## src/rtl/bped_pkg.sv

```systemverilog
// bped_pkg: shared types and constants of the button event detector
// used by bped_lane, bped_merge and the top level; no dependencies

package bped_pkg;

   // width of the scanned level field and of the time fields
   localparam int LEVEL_W = 9;
   localparam int TIME_W  = 32;
   localparam int CFG_W   = 16;
   localparam int INDEX_W = 4;
   localparam int SLOTS   = 3;

   // register reset values
   localparam logic [CFG_W-1:0] LONG_PRESS_RESET    = 16'd1000;
   localparam logic [CFG_W-1:0] DOUBLE_WINDOW_RESET = 16'd300;

   // configuration register indexes
   localparam logic [1:0] CSR_LONG_PRESS    = 2'd0;
   localparam logic [1:0] CSR_DOUBLE_WINDOW = 2'd1;

   // release tally value that completes a double press
   localparam logic [1:0] TALLY_DOUBLE = 2'd2;

   typedef enum logic [1:0] {
      KIND_PRESS   = 2'd0,
      KIND_RELEASE = 2'd1,
      KIND_LONG    = 2'd2,
      KIND_DOUBLE  = 2'd3
   } kind_type;

   // up to three events one button produces in one scan, in emit order
   typedef struct packed {
      logic [SLOTS-1:0]      mask;
      kind_type [SLOTS-1:0]  kind;
      logic [TIME_W-1:0]     held;
   } lane_evt_type;

endpackage

```

## src/rtl/bped_lane.sv

```systemverilog
// bped_lane: per-button edge, long-press and double-press logic with its state
// depends on bped_pkg

module bped_lane (
   input  logic                           clock,
   input  logic                           reset,
   input  logic                           level,
   input  logic [bped_pkg::TIME_W-1:0]    now,
   input  logic [bped_pkg::CFG_W-1:0]     long_ms,
   input  logic [bped_pkg::CFG_W-1:0]     window_ms,
   input  logic                           take,
   output bped_pkg::lane_evt_type         evt
);

   logic                          prev_ff, prev_in;
   logic [bped_pkg::TIME_W-1:0]   start_ff, start_in;
   logic [bped_pkg::TIME_W-1:0]   release_ff, release_in;
   logic [1:0]                    tally_ff, tally_in;
   logic                          long_rep_ff, long_rep_in;

   logic [bped_pkg::TIME_W-1:0]   held;
   logic [bped_pkg::TIME_W-1:0]   gap;
   logic [1:0]                    tally_inc;
   logic                          long_hit;
   logic                          long_zero;
   logic                          gap_ok;

   always_comb begin
      held      = now - start_ff;
      gap       = now - release_ff;
      long_hit  = held >= bped_pkg::TIME_W'(long_ms);
      long_zero = long_ms == '0;
      gap_ok    = gap <= bped_pkg::TIME_W'(window_ms);
      tally_inc = tally_ff + 2'd1;

      prev_in     = prev_ff;
      start_in    = start_ff;
      release_in  = release_ff;
      tally_in    = tally_ff;
      long_rep_in = long_rep_ff;

      evt.mask    = '0;
      evt.kind[0] = bped_pkg::KIND_PRESS;
      evt.kind[1] = bped_pkg::KIND_LONG;
      evt.kind[2] = bped_pkg::KIND_DOUBLE;
      evt.held    = held;

      if (level && !prev_ff) begin
         // rising: press, and a long press right away on a zero threshold
         prev_in     = 1'b1;
         start_in    = now;
         long_rep_in = long_zero;
         evt.mask    = {1'b0, long_zero, 1'b1};
         evt.held    = '0;
      end else if (!level && prev_ff) begin
         // falling: pending long press, release, then double press check
         prev_in     = 1'b0;
         release_in  = now;
         evt.kind[0] = bped_pkg::KIND_LONG;
         evt.kind[1] = bped_pkg::KIND_RELEASE;
         evt.mask[0] = long_hit && !long_rep_ff;
         evt.mask[1] = 1'b1;
         if (long_hit) begin
            long_rep_in = 1'b1;
         end
         if (gap_ok) begin
            if (tally_inc == bped_pkg::TALLY_DOUBLE) begin
               evt.mask[2] = 1'b1;
               tally_in    = 2'd0;
            end else begin
               tally_in = tally_inc;
            end
         end else begin
            tally_in = 2'd1;
         end
      end else if (level && !long_rep_ff && long_hit) begin
         // still held: long press once the threshold is reached
         evt.kind[0] = bped_pkg::KIND_LONG;
         evt.mask[0] = 1'b1;
         long_rep_in = 1'b1;
      end
   end

   always_ff @(posedge clock) begin
      if (reset) begin
         prev_ff     <= 1'b0;
         start_ff    <= '0;
         release_ff  <= '0;
         tally_ff    <= 2'd0;
         long_rep_ff <= 1'b0;
      end else if (take) begin
         prev_ff     <= prev_in;
         start_ff    <= start_in;
         release_ff  <= release_in;
         tally_ff    <= tally_in;
         long_rep_ff <= long_rep_in;
      end
   end

endmodule

```

## src/rtl/bped_merge.sv

```systemverilog
// bped_merge: holds one scan's lane events and sends them out one per cycle while
// rsp_stall is low, in button order through the output register; depends on bped_pkg

module bped_merge #(
   parameter int NUM_BUTTONS = 9
) (
   input  logic                            clock,
   input  logic                            reset,
   input  bped_pkg::lane_evt_type          evt [NUM_BUTTONS],
   input  logic [bped_pkg::TIME_W-1:0]     now,
   input  logic                            load,
   output logic                            take_ok,
   output logic                            rsp_valid,
   input  logic                            rsp_stall,
   output logic [bped_pkg::INDEX_W-1:0]    rsp_button_index,
   output logic [1:0]                      rsp_event_kind,
   output logic [bped_pkg::TIME_W-1:0]     rsp_held_ms,
   output logic [bped_pkg::TIME_W-1:0]     rsp_stamp_ms,
   output logic                            rsp_last_event
);

   localparam int IDX_W = (NUM_BUTTONS > 1) ? $clog2(NUM_BUTTONS) : 1;

   logic [bped_pkg::SLOTS-1:0]          mask_ff [NUM_BUTTONS];
   logic [bped_pkg::SLOTS-1:0]          mask_in [NUM_BUTTONS];
   logic [bped_pkg::SLOTS-1:0]          mask_rest [NUM_BUTTONS];
   bped_pkg::kind_type [bped_pkg::SLOTS-1:0] kind_ff [NUM_BUTTONS];
   logic [bped_pkg::TIME_W-1:0]         held_ff [NUM_BUTTONS];
   logic [bped_pkg::TIME_W-1:0]         stamp_ff;

   logic                                valid_ff, valid_in;
   logic [bped_pkg::INDEX_W-1:0]        index_ff, index_in;
   logic [1:0]                          kind_out_ff, kind_out_in;
   logic [bped_pkg::TIME_W-1:0]         held_out_ff, held_out_in;
   logic [bped_pkg::TIME_W-1:0]         stamp_out_ff;
   logic                                last_ff, last_in;

   logic                                out_load;
   logic                                found;
   logic [IDX_W-1:0]                    pick_lane;
   logic [1:0]                          pick_slot;
   logic [bped_pkg::SLOTS-1:0]          pick_bit;
   logic [bped_pkg::SLOTS-1:0]          lane_mask;
   bped_pkg::kind_type                  pick_kind;
   logic                                any_rest;
   logic [31:0]                         lane_wide;

   assign out_load = !valid_ff || !rsp_stall;

   // lowest button with something left, then its earliest slot
   always_comb begin
      found     = 1'b0;
      pick_lane = '0;
      for (int i = NUM_BUTTONS - 1; i >= 0; i--) begin
         if (mask_ff[i] != '0) begin
            found     = 1'b1;
            pick_lane = IDX_W'(i);
         end
      end
      lane_mask = mask_ff[pick_lane];
      if (lane_mask[0]) begin
         pick_slot = 2'd0;
      end else if (lane_mask[1]) begin
         pick_slot = 2'd1;
      end else begin
         pick_slot = 2'd2;
      end
      pick_bit  = bped_pkg::SLOTS'(1) << pick_slot;
      pick_kind = kind_ff[pick_lane][pick_slot];
      any_rest  = 1'b0;
      for (int i = 0; i < NUM_BUTTONS; i++) begin
         mask_rest[i] = mask_ff[i];
         if (IDX_W'(i) == pick_lane) begin
            mask_rest[i] = mask_ff[i] & ~pick_bit;
         end
         any_rest = any_rest | (mask_rest[i] != '0);
      end
   end

   assign take_ok = !found || (!any_rest && out_load);

   always_comb begin
      for (int i = 0; i < NUM_BUTTONS; i++) begin
         if (load) begin
            mask_in[i] = evt[i].mask;
         end else if (out_load && found) begin
            mask_in[i] = mask_rest[i];
         end else begin
            mask_in[i] = mask_ff[i];
         end
      end
      lane_wide   = 32'(pick_lane);
      valid_in    = found;
      index_in    = lane_wide[bped_pkg::INDEX_W-1:0];
      kind_out_in = pick_kind;
      if (pick_kind == bped_pkg::KIND_LONG || pick_kind == bped_pkg::KIND_RELEASE) begin
         held_out_in = held_ff[pick_lane];
      end else begin
         held_out_in = '0;
      end
      last_in = !any_rest;
   end

   always_ff @(posedge clock) begin
      if (reset) begin
         for (int i = 0; i < NUM_BUTTONS; i++) begin
            mask_ff[i] <= '0;
         end
         valid_ff <= 1'b0;
      end else begin
         for (int i = 0; i < NUM_BUTTONS; i++) begin
            mask_ff[i] <= mask_in[i];
         end
         if (out_load) begin
            valid_ff <= valid_in;
         end
      end
   end

   always_ff @(posedge clock) begin
      if (load) begin
         for (int i = 0; i < NUM_BUTTONS; i++) begin
            kind_ff[i] <= evt[i].kind;
            held_ff[i] <= evt[i].held;
         end
         stamp_ff <= now;
      end
      if (out_load) begin
         index_ff     <= index_in;
         kind_out_ff  <= kind_out_in;
         held_out_ff  <= held_out_in;
         stamp_out_ff <= stamp_ff;
         last_ff      <= last_in;
      end
   end

   assign rsp_valid        = valid_ff;
   assign rsp_button_index = index_ff;
   assign rsp_event_kind   = kind_out_ff;
   assign rsp_held_ms      = held_out_ff;
   assign rsp_stamp_ms     = stamp_out_ff;
   assign rsp_last_event   = last_ff;

endmodule

```

## src/rtl/button_press_event_detector.sv

```systemverilog
// button_press_event_detector: top level, config registers, one lane per button
// depends on bped_pkg, bped_lane and bped_merge
// path: a scan's events are registered in the merge stage, then leave through its output register
// throughput: one event per cycle while rsp_stall is low; a scan holds the input until its last
//   event moves into the single output register the merge stage drains into (a quiet scan does not hold it)
// reset (synchronous): clears all button state and loads 1000 ms / 300 ms thresholds

module button_press_event_detector #(
   parameter int NUM_BUTTONS = 9
) (
   input  logic                            clock,
   input  logic                            reset,
   // scan transaction
   input  logic                            req_valid,
   output logic                            req_stall,
   input  logic [bped_pkg::LEVEL_W-1:0]    req_button_levels,
   input  logic [bped_pkg::TIME_W-1:0]     req_now_ms,
   // event transaction
   output logic                            rsp_valid,
   input  logic                            rsp_stall,
   output logic [bped_pkg::INDEX_W-1:0]    rsp_button_index,
   output logic [1:0]                      rsp_event_kind,
   output logic [bped_pkg::TIME_W-1:0]     rsp_held_ms,
   output logic [bped_pkg::TIME_W-1:0]     rsp_stamp_ms,
   output logic                            rsp_last_event,
   // configuration writes
   input  logic                            csr_wr_en,
   input  logic [1:0]                      csr_index,
   input  logic [bped_pkg::CFG_W-1:0]      csr_wr_data
);

   logic [bped_pkg::CFG_W-1:0] long_ms_ff, long_ms_in;
   logic [bped_pkg::CFG_W-1:0] window_ff, window_in;

   logic                       take_ok;
   logic                       take;
   bped_pkg::lane_evt_type     lane_evt [NUM_BUTTONS];

   // config writes; unknown indexes fall through and change nothing
   always_comb begin
      long_ms_in = long_ms_ff;
      window_in  = window_ff;
      if (csr_wr_en) begin
         case (csr_index)
            bped_pkg::CSR_LONG_PRESS:    long_ms_in = csr_wr_data;
            bped_pkg::CSR_DOUBLE_WINDOW: window_in  = csr_wr_data;
            default: ;
         endcase
      end
   end

   always_ff @(posedge clock) begin
      if (reset) begin
         long_ms_ff <= bped_pkg::LONG_PRESS_RESET;
         window_ff  <= bped_pkg::DOUBLE_WINDOW_RESET;
      end else begin
         long_ms_ff <= long_ms_in;
         window_ff  <= window_in;
      end
   end

   // a scan is taken when the merge stage empties in this cycle or is empty
   assign req_stall = !take_ok;
   assign take      = req_valid && take_ok;

   // one lane per button; buttons past the level field always read released
   for (genvar i = 0; i < NUM_BUTTONS; i++) begin : g_lane
      logic lane_level;
      if (i < bped_pkg::LEVEL_W) begin : g_in
         assign lane_level = req_button_levels[i];
      end else begin : g_off
         assign lane_level = 1'b0;
      end

      bped_lane u_lane (
         .clock     (clock),
         .reset     (reset),
         .level     (lane_level),
         .now       (req_now_ms),
         .long_ms   (long_ms_ff),
         .window_ms (window_ff),
         .take      (take),
         .evt       (lane_evt[i])
      );
   end

   // serialize the scan's events in button order, last one flagged
   bped_merge #(
      .NUM_BUTTONS (NUM_BUTTONS)
   ) u_merge (
      .clock            (clock),
      .reset            (reset),
      .evt              (lane_evt),
      .now              (req_now_ms),
      .load             (take),
      .take_ok          (take_ok),
      .rsp_valid        (rsp_valid),
      .rsp_stall        (rsp_stall),
      .rsp_button_index (rsp_button_index),
      .rsp_event_kind   (rsp_event_kind),
      .rsp_held_ms      (rsp_held_ms),
      .rsp_stamp_ms     (rsp_stamp_ms),
      .rsp_last_event   (rsp_last_event)
   );

endmodule

```

## config.mk

```make
export PLATFORM = sky130hd
export DESIGN_NAME = button_press_event_detector
export DESIGN_NICKNAME = d
export VERILOG_FILES = /design/src/rtl/bped_pkg.sv /design/src/rtl/bped_lane.sv /design/src/rtl/bped_merge.sv /design/src/rtl/button_press_event_detector.sv
export SDC_FILE = /design/constraint.sdc
export NUM_CORES = 2
export LEC_CHECK = 0
export BUFFER_PORTS_ARGS = -buffer_cell sky130_fd_sc_hd__buf_4
export CORE_MARGIN = 2
export CORE_UTILIZATION = 40
export DETAILED_ROUTE_END_ITERATION = 10
export GPL_ROUTABILITY_DRIVEN = 0
export SLEW_MARGIN = 5
export SYNTH_ARGS = -nofsm -noshare
export SYNTH_HDL_FRONTEND = slang
export SYNTH_SLANG_ARGS = --single-unit
```

## constraint.sdc

```tcl
create_clock -name clock -period 9.55 [get_ports clock]
set_clock_uncertainty 0.05 [all_clocks]
set_input_delay 0.4775 -clock clock [delete_from_list [all_inputs] [get_ports clock]]
set_output_delay 0.4775 -clock clock [all_outputs]
set_load 0.05 [all_outputs]
```

## Word level (Yosys, flattened, before mapping)

Memories as Yosys holds them, arrays and structs flattened. A register that Yosys moved wholly into a read port is not among the register bits.
Cells that the tools add are included.

| storage, ports and cells | value |
|---|---|
| latch bits | 0 |
| memories kept | 3 |
| output and inout bits | 73 |
| RAM bits | 351 |
| ROM bits | 0 |
| flip-flop bits (word level) | 716 |

Memory list:

| name | depth | bits a word | read ports | clocked after Yosys merged registers in | write ports | RTL line | RTL |
|---|---|---|---|---|---|---|---|
| u_merge.held_ff | 9 | 32 | 1 | 1 | 9 | bped_merge.sv:28 | `logic [bped_pkg::TIME_W-1:0] held_ff [NUM_BUTTONS];` |
| u_merge.kind_ff | 9 | 4 | 1 | 0 | 9 | bped_merge.sv:27 | `bped_pkg::kind_type [bped_pkg::SLOTS-1:0] kind_ff [NUM_BUTTONS];` |
| u_merge.mask_ff | 9 | 3 | 10 | 0 | 9 | bped_merge.sv:24 | `logic [bped_pkg::SLOTS-1:0] mask_ff [NUM_BUTTONS];` |

| operators by class | value |
|---|---|
| multiplexer cells | 234 |
| bitwise operators | 36 |
| magnitude comparators | 19 |
| equality and inequality tests | 29 |
| reduce and logical (&&, ||, !) cells | 161 |
| multiply operators | 0 |
| divide/modulo/power cells | 0 |
| add/sub/neg operators | 27 |
| shift-type cells | 1 |

Operator list:

| kind | count |
|---|---|
| subtractor 32 bit | 18 |
| greater-or-equal comparator 32 x 16 -> 1 bit | 9 |
| <= comparator 32 x 16 -> 1 bit | 9 |
| two-way mux 32 bit | 9 |
| two-way mux 3 bit | 45 |
| two-way mux 2 bit | 57 |
| two-way mux 1 bit | 104 |
| nonzero test 3 bit | 27 |
| two-way mux 4 bit | 18 |
| AND reduction 3 bit | 18 |
| logical AND 1 bit | 48 |
| AND reduction 2 bit | 20 |
| logical NOT 1 bit | 33 |
| bitwise AND 3 bit | 9 |
| inequality test 3 x 1 -> 1 bit, second input constant | 9 |
| equality test 2 bit, second input constant | 10 |
| adder 2 x 1 -> 2 bit, second input constant | 9 |
| nonzero test 2 bit | 9 |
| OR 1 bit | 17 |
| equality test 3 x 4 -> 1 bit, first input constant | 4 |
| logical NOT 16 bit | 1 |
| inverter 1 bit | 9 |
| equality test 2 x 4 -> 1 bit, first input constant | 2 |
| binary-select mux 2 bit (select 2 bit) | 1 |
| 9 further kinds | 12 |

## Longest topological paths before layout

An unclocked memory read counts as a cell.

| depth | value |
|---|---|
| depth after elaboration | 33 |
| gate-level depth with buffers | 28 |

## By module

Synthesis repeated with hierarchy kept, for this count alone.

| unflattened totals | value |
|---|---|
| cells, all modules | 10,812 |
| area, all modules | 87,296.2 sq um |

Modules (own cells, without submodules):

| module | area an instance (sq um) | instances | cells each | seq. area each (sq um) |
|---|---|---|---|---|
| bped_lane at g_lane[1].u_lane ... | 7,536.0 | 6 | 1,079 | 1,361.3 |
| bped_merge | 18,186.2 | 1 | 955 | 13,923.4 |
| bped_lane at g_lane[2].u_lane | 7,712.4 | 1 | 1,117 | 1,361.3 |
| bped_lane at g_lane[0].u_lane | 7,527.2 | 1 | 1,080 | 1,361.3 |
| bped_lane at g_lane[8].u_lane | 7,322.0 | 1 | 1,055 | 1,361.3 |
| button_press_event_detector | 1,332.5 | 1 | 131 | 640.6 |

## Worst setup path before layout

OpenSTA, ideal clock, no wires.

| timing | value |
|---|---|
| path kind | flip-flop to flip-flop |
| start point | register u_merge.valid_ff (netlist: u_merge.rsp_valid) |
| end point | memory u_merge.held_ff[0][0] (netlist bit), enable pin |
| arrival time | 7.448 ns |
| cell stages (with the launch flop) | 8 |
| buffers on the path | 2 |
| clock period less this slack | 8.058 ns |
| setup time | 0.560 ns |
| data required time | 8.940 ns |
| slack | 1.492 ns |
| cells stage by stage | dfxtp_1 > nand2_1 > inv_1 > o31ai_4 > nand2_1 > inv_1 > buf_2 > buf_2 |

RTL lines:

| what | RTL line | RTL |
|---|---|---|
| start, declared | bped_merge.sv:31 | `logic valid_ff, valid_in;` |
| start signal, assigned | bped_merge.sv:115 | `valid_ff <= valid_in;` |
| end, declared | bped_merge.sv:28 |  |

==> results.toml <==
[timing]
rsz0062_at_grt = "false"
fmax_ghz = 0.153
slew_viol_final = 0
post-route-min-period_ps = 6520
fin_crit_sh_pct = 68.3
finalSetupTns_ps = 0
timing.final.ws_setup_ps = 3030
hold_violations = 0
worstMarginPinSlew_ps = 1290
finalSetupViolCount = 0
maxSlewHeadroom_pct = 13.2

[floorplanning]
die_w_um = 453
top_level_ports = 137
start_util_pct = 40.3
core_um2 = 200000
placementRows = 164
die_area_um2 = 205000
fp.dieH_um = 453

[logic_synthesis]
ys.flop_type = "dfxtp_1"
syn_area_um2 = 80700
yosysWarnings = 0
synth_seq_cells = 1090
synth_cell_type_count = 97
async_flop_share_pct = 0
synth_edf_count = 418
synth_cells = 10100
syn_nets = 11000
seq_area_frac_synth_pct = 32.2
avgSynthCellArea_um2 = 8.01

[clocking]
clock_path_buffers = 3
clk_pin_slew_ps = 60
cts_buffers = 137
cts_setup_buffers = 0
clock-sinks = 1090
cts_root_buf = "clkbuf_16"
postCtsHoldBufs = 33
cts_max_level = 4
clk_latency_ps = 830
cts_repair_resize_count = 0
cts_tree = "done"

[detailed_routing]
dr.pass1.iters = 7
drtIter0Drc = 6744
ant_nets = 0
drc = 0
wl_um = 287000
vias = 75000
viasPerCell = 5.82
wl_per_cell_um = 22.3

[setup_path]
r2r-end = "u_merge.held_ff[7][18]"
endpoint = "u_merge.mask_ff[4][0]"
cp.required_ps = 10130
reg2reg_slack_ps = 3140
cp-startpoint = "req_now_ms[0]"
rr_startpoint = "u_merge.mask_ff[5][1]"
crit_fanout = 20
cp-start-kind = "primary input"
critical_path_arrival_ps = 7100
worstSetupPathType = "primary input to flip-flop"
cp-end-kind = "flip-flop"
rr_worst_depth = 13

[global_route]
overflow = 0
grt_max_degree = 174
grt_util_all_layers_pct = 27.1
grt_pass1_wl_um = 429000
grt_pass1_vias = 71100
antenna_found_initial = 16

[final_layout]
final_cell_mix = "nand2_1, a21oi_1, ha_1"
fill_cells = 19700
final_cells = 12900
utilization_pct = 44.8
nNetsFinal = 11000
drive_gt1_share_pct = 6.24
final_common_cell = "nand2_1"
area_growth_pct = 11.1

[hold_path]
hp-class = "primary input to flip-flop"

[placement]
place_hpwl_um = 205000
port_buffers = 136
dp_slack_ps = 2490
place_inst = 12600

[status]
outcome = "finished, final reports clean"

[pwr]
vdd_ir_drop_max_mv = 0.440
p_leak_uw = 0.0341
p_per_area_nw_per_um2 = 279

[flow_run]
drv_cap = 0
-- stage by stage --
stage	hold WS (ps)	cell area, um2	power (uW)
2_1_floorplan	350	80700	15100
3_5_place_dp	355	84600	19300
4_1_cts	0.152	89700	24900
3_3_place_gp	351	84600	19100
6_report	60.2	89700	25000
5_1_grt	40.4	89700	26200
-- routing by layer --
| metal | part of all wire (%) | wire length, um | GRT usage [%] |
|---|---|---|---|
| met1 | 41 | 119000 | 34.3 |
| met2 | 45 | 131000 | 44.4 |
| met3 | 7.3 | 20900 | 3.95 |
| met4 | 5.9 | 16800 | 14.7 |
| met5 | 0 | 0 | 0 |
-- critical path, cell delays in order --
cell and delay (ps):
buf_4 230, inv_1 470, buf_4 400, ha_1 230
inv_1 60, fa_1 420, a21oi_1 280, o221ai_1 280
nand2_1 110, nand3_1 80, a21oi_1 270, o21bai_1 100
a21oi_1 200, xnor2_1 160, ha_1 280, a21o_1 180
a211oi_1 230, o211ai_1 160, nor4b_1 380, nand4_1 160
nor4_1 1100, nand4_1 330, o211ai_1 300, a221oi_1 160
-- cells in the mapped netlist, types with 235 or more instances --
master	instances	area share, %
nand3_1	277	1.7
a21o_1	324	3.0
nand2_1	1732	8.1
ha_1	864	13
clkbuf_1	341	1.6
o21ai_0	342	2.1
nor2_1	536	2.5
a21oi_1	1213	7.5
edfxtp_1	418	16
dfxtp_1	672	17
xnor2_1	235	2.5
inv_1	819	3.8
-- how the worst min path moves through the flow --
stage                              start                              to  slack, ps  depth (start not counted)
floorplan            u_merge.stamp_ff[0]         u_merge.rsp_stamp_ms[0]        350                          0
global placement     u_merge.stamp_ff[6]         u_merge.rsp_stamp_ms[6]        350                          0
detailed placement  u_merge.stamp_ff[14]        u_merge.rsp_stamp_ms[14]        350                          0
CTS                        req_now_ms[0]  g_lane[2].u_lane.release_ff[0]        0.2                          3
global route               req_now_ms[0]             u_merge.stamp_ff[0]         40                          1
finish                     req_now_ms[0]             u_merge.stamp_ff[0]         60                          1
-- state kept, by name (all words and copies together), names as in the netlist, 27 cells and up --
signal                    count
u_merge.rsp_stamp_ms         32
g_lane.u_lane.release_ff    288
u_merge.stamp_ff             32
u_merge.held_ff             288
u_merge.kind_ff              27
u_merge.mask_ff              27
g_lane.u_lane.start_ff      288
u_merge.rsp_held_ms          32
-- power breakdown --
group | switching (uW) | internal, uW | total, uW
Sequential | 522 | 6620 | 7140
Clock | 2270 | 3250 | 5520
Combinational | 8610 | 3740 | 12300
Total | 11400 | 13600 | 25000
-- cell families (layout without fill, tap and decap cells) --
| group | count (synthesis) | after routing | share of synthesized area, % |
|---|---|---|---|
| AO/OA/AOI/OAI | 2769 | 2769 | 21.5 |
| XOR/XNOR | 407 | 407 | 4.42 |
| multiplexers | 128 | 128 | 1.60 |
| buffers and inverters | 1269 | 1396 | 6.07 |
| adder cells (fa/ha/maj) | 882 | 882 | 13.8 |
| flip-flops | 1090 | 1090 | 32.2 |
| AND/OR/NAND/NOR | 3537 | 3537 | 20.3 |
| other | 0 | 6 | 0 |
-- layout make-up --
class | count | area, um2 | share of cell area [%]
antenna | 6 | 15.0 | 0.0167
clock buffer | 193 | 3950 | 4.40
clock inverter | 62 | 826 | 0.921
inverter | 822 | 3090 | 3.45
multi-input combinational | 7723 | 49900 | 55.6
sequential | 1090 | 26000 | 29.0
tap | 2656 | 3320 | 3.70
timing repair buffer | 319 | 2570 | 2.87
Power figures use the tool's default switching activity.
